==> src/rtl/core/trpb_pkg.sv <==
package trpb_pkg;

  localparam int unsigned US_PER_MS = 1000;
  localparam int unsigned GUARD_US  = 1000;
  localparam int unsigned ID_BITS   = 31;
  localparam int unsigned HANDLE_BITS = 32;
  localparam int unsigned DELAY_BITS  = 16;
  localparam int unsigned WAIT_BITS   = 32;

  localparam logic [1:0] FUNC_ARRIVE = 2'd0;
  localparam logic [1:0] FUNC_POLL   = 2'd1;
  localparam logic [1:0] FUNC_FLUSH  = 2'd2;
  localparam logic [1:0] FUNC_NOP    = 2'd3;

  typedef enum logic [1:0] {
    OP_ARRIVE,
    OP_POLL,
    OP_FLUSH,
    OP_NOP
  } op_e;

  typedef struct packed {
    op_e  op;
    logic recovered;
  } cmd_t;

  function automatic op_e classify(input logic [1:0] func);
    op_e op;
    unique case (func)
      FUNC_ARRIVE: op = OP_ARRIVE;
      FUNC_POLL:   op = OP_POLL;
      FUNC_FLUSH:  op = OP_FLUSH;
      default:     op = OP_NOP;
    endcase
    return op;
  endfunction

endpackage

==> src/rtl/core/trpb_front.sv <==
module trpb_front import trpb_pkg::*; #(
  parameter int unsigned TIME_BITS = 48
) (
  input  logic                   clk_i,
  input  logic                   rst_ni,
  input  logic                   in_valid_i,
  output logic                   in_stall_o,
  input  logic [1:0]             func_i,
  input  logic [ID_BITS-1:0]     packet_id_i,
  input  logic [HANDLE_BITS-1:0] packet_handle_i,
  input  logic [TIME_BITS-1:0]   sent_time_us_i,
  input  logic [TIME_BITS-1:0]   now_us_i,
  input  logic                   recovered_i,
  output logic                   cmd_valid_o,
  input  logic                   cmd_pop_i,
  output cmd_t                   cmd_o,
  output logic [ID_BITS-1:0]     cmd_id_o,
  output logic [HANDLE_BITS-1:0] cmd_handle_o,
  output logic [TIME_BITS-1:0]   cmd_sent_o,
  output logic [TIME_BITS-1:0]   cmd_now_o
);

  // two-entry item queue
  cmd_t                   q_cmd    [2];
  logic [ID_BITS-1:0]     q_id     [2];
  logic [HANDLE_BITS-1:0] q_handle [2];
  logic [TIME_BITS-1:0]   q_sent   [2];
  logic [TIME_BITS-1:0]   q_now    [2];

  logic       wr_ptr_q, rd_ptr_q;
  logic [1:0] count_q;
  logic       push;

  assign in_stall_o  = count_q == 2'd2;
  assign push        = in_valid_i && !in_stall_o;
  assign cmd_valid_o = count_q != 2'd0;

  always_ff @(posedge clk_i or negedge rst_ni) begin
    if (!rst_ni) begin
      wr_ptr_q <= 1'b0;
      rd_ptr_q <= 1'b0;
      count_q  <= 2'd0;
    end else begin
      if (push) begin
        wr_ptr_q <= ~wr_ptr_q;
      end
      if (cmd_pop_i) begin
        rd_ptr_q <= ~rd_ptr_q;
      end
      count_q <= count_q + {1'b0, push} - {1'b0, cmd_pop_i};
    end
  end

  always_ff @(posedge clk_i) begin
    if (push) begin
      q_cmd[wr_ptr_q]    <= '{op: classify(func_i), recovered: recovered_i};
      q_id[wr_ptr_q]     <= packet_id_i;
      q_handle[wr_ptr_q] <= packet_handle_i;
      q_sent[wr_ptr_q]   <= sent_time_us_i;
      q_now[wr_ptr_q]    <= now_us_i;
    end
  end

  assign cmd_o        = q_cmd[rd_ptr_q];
  assign cmd_id_o     = q_id[rd_ptr_q];
  assign cmd_handle_o = q_handle[rd_ptr_q];
  assign cmd_sent_o   = q_sent[rd_ptr_q];
  assign cmd_now_o    = q_now[rd_ptr_q];

endmodule

==> config.mk <==
export PLATFORM = sky130hd
export DESIGN_NAME = trpb_front
export DESIGN_NICKNAME = d
export VERILOG_FILES = /design/src/rtl/core/trpb_pkg.sv /design/src/rtl/core/trpb_front.sv
export SDC_FILE = /design/constraint.sdc
export NUM_CORES = 1
export LEC_CHECK = 0
export ABC_AREA = 1
export BUFFER_PORTS_ARGS = -buffer_cell sky130_fd_sc_hd__buf_2
export CAP_MARGIN = 40
export CELL_PAD_IN_SITES_DETAIL_PLACEMENT = 0
export CELL_PAD_IN_SITES_GLOBAL_PLACEMENT = 1
export CORE_UTILIZATION = 38
export DETAILED_ROUTE_END_ITERATION = 12
export GPL_ROUTABILITY_DRIVEN = 0
export PLACE_DENSITY_LB_ADDON = 0.05
export SETUP_SLACK_MARGIN = 0.15
export SYNTH_ARGS = -nofsm -noshare
export SYNTH_HDL_FRONTEND = slang
export SYNTH_SLANG_ARGS = --single-unit
==> constraint.sdc <==
create_clock -name clk_i -period 8.7 [get_ports clk_i]
set_clock_uncertainty 0.15 [all_clocks]
set_input_delay 0.435 -clock clk_i [delete_from_list [all_inputs] [get_ports clk_i]]
set_output_delay 0.435 -clock clk_i [all_outputs]
set_load 0.01 [all_outputs]
; Yosys cells after proc, flatten, opt, wreduce, memory -nomap -nowiden
; Memory sizes are Yosys's and may differ from the RTL's.
; Cells that the tools add are included.
[word_totals]
reg_bits = 4
mem_bits_rw = 324
inputBits = 166
output_inout_bits = 164
word_cells = 23
memories = 5
[op_classes]
add_sub_neg = 2
eq_ne = 3
mux = 4
bitwise_logic = 2
reduce_logical = 4
[mem_list]
columns = name, words, width, rd, rd_ports_with_merged_regs, wr, line_no
row1 = q_now, 2, 48, 1, 0, 1, trpb_front.sv:28  ; logic [TIME_BITS-1:0] q_now [2];
row2 = q_sent, 2, 48, 1, 0, 1, trpb_front.sv:27  ; logic [TIME_BITS-1:0] q_sent [2];
row3 = q_handle, 2, 32, 1, 0, 1, trpb_front.sv:26  ; logic [HANDLE_BITS-1:0] q_handle [2];
row4 = q_id, 2, 31, 1, 0, 1, trpb_front.sv:25  ; logic [ID_BITS-1:0] q_id [2];
row5 = q_cmd, 2, 3, 1, 0, 1, trpb_front.sv:24  ; cmd_t q_cmd [2];
[op_table]
columns = cell, count
row1 = 2-bit one-hot mux with 3 select lines, 1
row2 = 2-bit == test (second input constant), 2
row3 = 2-bit by 1-bit adder with 2-bit output, 1
row4 = 2-bit by 1-bit == test with 1-bit output (second input constant), 1
row5 = 2-bit logical NOT, 1
row6 = 1-bit two-way mux, 2
row7 = 2-bit two-way mux, 1
row8 = 1-bit inverter, 2
row9 = 2-bit nonzero test, 1
row10 = 2-bit by 1-bit subtractor with 2-bit output, 1
row11 = 1-bit logical AND, 1
row12 = 1-bit logical NOT, 1

; Logic depth before layout (Yosys ltp)
[logic_depth]
ltp_word = 5
ltp_mapped = 9
ltp_nobuf = 9

; Worst setup path after synthesis
; OpenSTA, ideal clock, no wires.
[synth_timing]
path_type = register -> register
start = register count_q[1]
end = memory q_cmd[1][0] (netlist bit) (enable)
setup_time_ns = 0.686
arrival_ns = 7.280
required_ns = 7.864
slack_ns = 0.584
stages_incl_launch_ff = 4
path_buffers = 0
period_less_slack_ns = 8.116
path_cell_list = dfrtp_1 -> nand2_1 -> nand2_1 -> nor2_1
[synth_via]
elab_chain_cells = 5
[synth_lines]
columns = item, line_no
row1 = "start, declared", trpb_front.sv:31  ; logic [1:0] count_q;
row2 = "start signal, assigned", trpb_front.sv:50  ; count_q <= count_q + {1'b0, push} - {1'b0, cmd_pop_i};
row3 = 2-bit == test, trpb_front.sv:34  ; assign in_stall_o = count_q == 2'd2;
row4 = 1-bit logical NOT, trpb_front.sv:35  ; assign push = in_valid_i && !in_stall_o;
row5 = 1-bit logical AND, trpb_front.sv:35
row6 = 1-bit two-way mux, trpb_front.sv:55  ; if (push) begin
row7 = 1-bit two-way mux (implied by the code), trpb_front.sv:56  ; q_cmd[wr_ptr_q] <= '{op: classify(func_i), recovered: recovered_i};
row8 = "end, declared", trpb_front.sv:24
; Every way passes these cells.

; Worst setup path after layout
[layout_timing]
start = register rd_ptr_q
end = output port cmd_sent_o[36]
[layout_via]
elab_chain_cells = 1
[layout_lines]
columns = item, line_no
row1 = "start, declared", trpb_front.sv:30  ; logic wr_ptr_q, rd_ptr_q;
row2 = "start signal, assigned", trpb_front.sv:48  ; rd_ptr_q <= ~rd_ptr_q;
row3 = memory read 2 x 48 bit, --
row4 = "end, declared", trpb_front.sv:19  ; output logic [TIME_BITS-1:0] cmd_sent_o,
; Every way passes these cells.

==> out/qor.txt <==
Run status: complete, no violations
Setup WS pre-CTS: 5872 ps
Smallest setup slack after layout: 5558 ps
Maximum buffer depth of the clock tree: 3
Number of buffers created by CTS: 36
Combinational group share of total power: 0.325
Number of different library cells in the post-synthesis netlist: 15
Post-CTS Setup Bufs: 0
Clock tree from TritonCTS: done
Synth-to-layout area growth: 37.80%
Layout cells sized above 1: 0.3397
Leakage dissipation: 7.342 nW
Number of buffers added on ports: 329
Number of instances in the synthesized netlist: 876
CTS clk-pin slew, worst paths: 60 ps
Critical path required time: 8120 ps
Number of nets with antenna violations after detailed routing: 0
Area inside the core boundary: 32620 µm²
Chip Height: 184.4 µm
Maximum clock frequency: 318.3 MHz
Clock root buffer: sky130_fd_sc_hd__clkbuf_16
Slew at the pin with the worst max-slew slack: 784.1 ps
Routed vias/inst: 4.295
Hold violation total from the final report: 0
Routed wire length: 27.25 mm
Final total negative setup slack: 0 ps
Number of design-rule violations left by the first detailed-router iteration: 289
Net Sw Frac: 0.3295
Power density over the cells: 310.1 nW/µm²
Half-perimeter wire length after detailed placement: 17.96 mm
H-tree depth: 2
Net count, final: 1546
Commonest non-fill, non-tap cells in the layout: sky130_fd_sc_hd__buf_2, sky130_fd_sc_hd__edfxtp_1, sky130_fd_sc_hd__nand2_1
Switching power: 0.001780 W
Initial antenna violation count: 1
Routed via count: 7933
Max-cap viol count: 0
Portion of the post-synthesis area used by sequential elements: 0.7778
Share of power burned in the clock network: 0.259
Final period utilization: 0.3611
Setup repair after global routing missed its margin: false
Clock Latency Late Sink: 500 ps
Number of nets produced by synthesis: 1044
Wire length of the first global-routing pass: 41.49 mm
Worst Setup End Kind: primary output
Overall routing resource usage: 0.1589
Horizontal extent of the die: 184.4 µm
Routed length per placed instance: 14.75 µm
Total standard cell area after synthesis: 12640 µm²
Number of warnings reported in the yosys synthesis log: 0
Category of the worst setup path launch point: register
Count of state elements after synthesis: 328
Slew headroom: 0.4773
Number of iterations in the first detailed-routing pass: 4
Number of global-route vias before repair: 7867
Total internal power: 0.003621 W
Setup violations, final: 0
Maximum number of pins on one net before global-route repair: 153
Max-slew violation total from the final report: 0
Reg2Reg Setup Slack: 6000 ps
Reg power frac: 0.416
Starting density of the core: 0.3874
Highest ir drop seen on vdd: 0.0002981 V
Post-synthesis average cell area: 14.43 µm²
Peak fanout along the critical path: 152
Number of placement rows: 66
Minimum period implied by the final worst setup slack: 3142 ps
Class of the tightest hold or removal check: input pin to register
Total DRC errors in the routed layout: 0
Classification of the worst setup path: register to primary output
Commonest non-fill, non-tap cell in the layout: sky130_fd_sc_hd__buf_2
Number of top-level design ports: 330
Hold Slack: 34.87 ps
CP Data Arrival Time: 2560 ps
GR Overflow Total: 0
Count of filler cells inserted in the layout: 2846
Die Footprint: 33990 µm²
# clock sinks: 328
==> metal layers <==
| metal | up-vias | global-route usage | wire length [µm] | part of all wire |
|---|---|---|---|---|
| met2 | 227 | 0.2706 | 13480 | 0.49 |
| li1 | 3998 | - | - | - |
| met3 | 49 | 0.05098 | 2173 | 0.080 |
| met4 | 0 | 0.05200 | 714 | 0.026 |
| met5 | - | 0 | 0 | 0 |
| met1 | 3659 | 0.1897 | 10880 | 0.40 |
==> cells in the mapped netlist <==
| cell type | count | area [µm²] |
|---|---|---|
| sky130_fd_sc_hd__nand3_1 | 2 | 10.01 |
| sky130_fd_sc_hd__buf_6 | 20 | 225.2 |
| sky130_fd_sc_hd__buf_2 | 1 | 5.000 |
| sky130_fd_sc_hd__o21ai_0 | 70 | 350.3 |
| sky130_fd_sc_hd__inv_1 | 170 | 638.1 |
| sky130_fd_sc_hd__buf_4 | 9 | 67.56 |
| sky130_fd_sc_hd__o21ai_1 | 2 | 10.01 |
| sky130_fd_sc_hd__nor2_1 | 1 | 3.750 |
| sky130_fd_sc_hd__ha_1 | 2 | 25.02 |
| sky130_fd_sc_hd__edfxtp_1 | 324 | 9729 |
| sky130_fd_sc_hd__xor2_1 | 1 | 8.760 |
| sky130_fd_sc_hd__o21ai_2 | 90 | 788.3 |
| sky130_fd_sc_hd__dfrtp_1 | 4 | 100.1 |
| sky130_fd_sc_hd__nand2_1 | 172 | 645.6 |
| sky130_fd_sc_hd__clkbuf_1 | 8 | 30.03 |
==> worst max-delay path, stage by stage, from the launching register on <==
cell	delay (ps)
sky130_fd_sc_hd__dfrtp_4	610
sky130_fd_sc_hd__buf_16	320
sky130_fd_sc_hd__buf_12	470
sky130_fd_sc_hd__o21ai_0	240
sky130_fd_sc_hd__buf_2	190
==> timing repair <==
action,CTS,global route
gates resized for setup,0,0
endpoints found under the hold margin,327,0
hold buffers,163,0
==> registers in the layout, summed over array words and instances, names as in the netlist <==
signal	cells
q_cmd	6
q_now	96
count_q	2
rd_ptr_q	1
q_id	62
wr_ptr_q	1
q_handle	64
q_sent	96
==> kinds of logic (layout without fill, tap and decap cells) <==
family,Yosys count,in the layout,share of synthesized area
compound gates,162,162,0.09089
other cells,0,1,0
xor+xnor,1,1,0.0006932
fa+ha+maj,2,2,0.001980
flops,328,328,0.7778
buf+inv,208,736,0.07644
simple gates,175,175,0.05218
==> layout make-up <==
type	count	area, µm²	share of cell area
diodes	1	2.502	0.0001437
clock buffers	49	970.9	0.05576
clock inverters	15	116.4	0.006682
inverters	170	643.1	0.03693
multi-input cells	340	1849	0.1062
flip-flops and latches	328	9833	0.5647
well taps	442	553.0	0.03176
repair buffers	502	3446	0.1979
==> metrics by stage <==
stage / total power (W) / utilization / cell area (µm²) / cells
CTS: 0.005508 / 0.5338 / 17410 / 1846
detailed placement: 0.004026 / 0.4504 / 14690 / 1619
finish: 0.005401 / 0.5339 / 17410 / 1847
global route: 0.005747 / 0.5338 / 17410 / 1846
floorplan: 0.003446 / - / 12640 / 876
global placement: 0.003961 / 0.4471 / 14580 / 1615
==> power by group through the flow <==
| stage | Sequential (W) | Combinational (W) | Clock, W |
|---|---|---|---|
| after floorplan | 0.00232 | 0.00112 | 0 |
| after global placement | 0.00233 | 0.00163 | 0 |
| after detailed placement | 0.00228 | 0.00174 | 0 |
| after CTS | 0.00225 | 0.00181 | 0.00145 |
| after global routing | 0.00228 | 0.00196 | 0.00150 |
| final | 0.00225 | 0.00175 | 0.00140 |
==> final timing paths <==
check / endpoint / startpoint / cells after the start
max in group asynchronous: rd_ptr_q / rst_ni / 2
min in group asynchronous: wr_ptr_q / rst_ni / 2
min reg2reg: wr_ptr_q / wr_ptr_q / 2
max reg2reg: q_id[0][4] / count_q[1] / 5
min: q_now[0][29] / now_us_i[29] / 1
max: cmd_sent_o[36] / rd_ptr_q / 4
(Power assumes the default switching activity.)
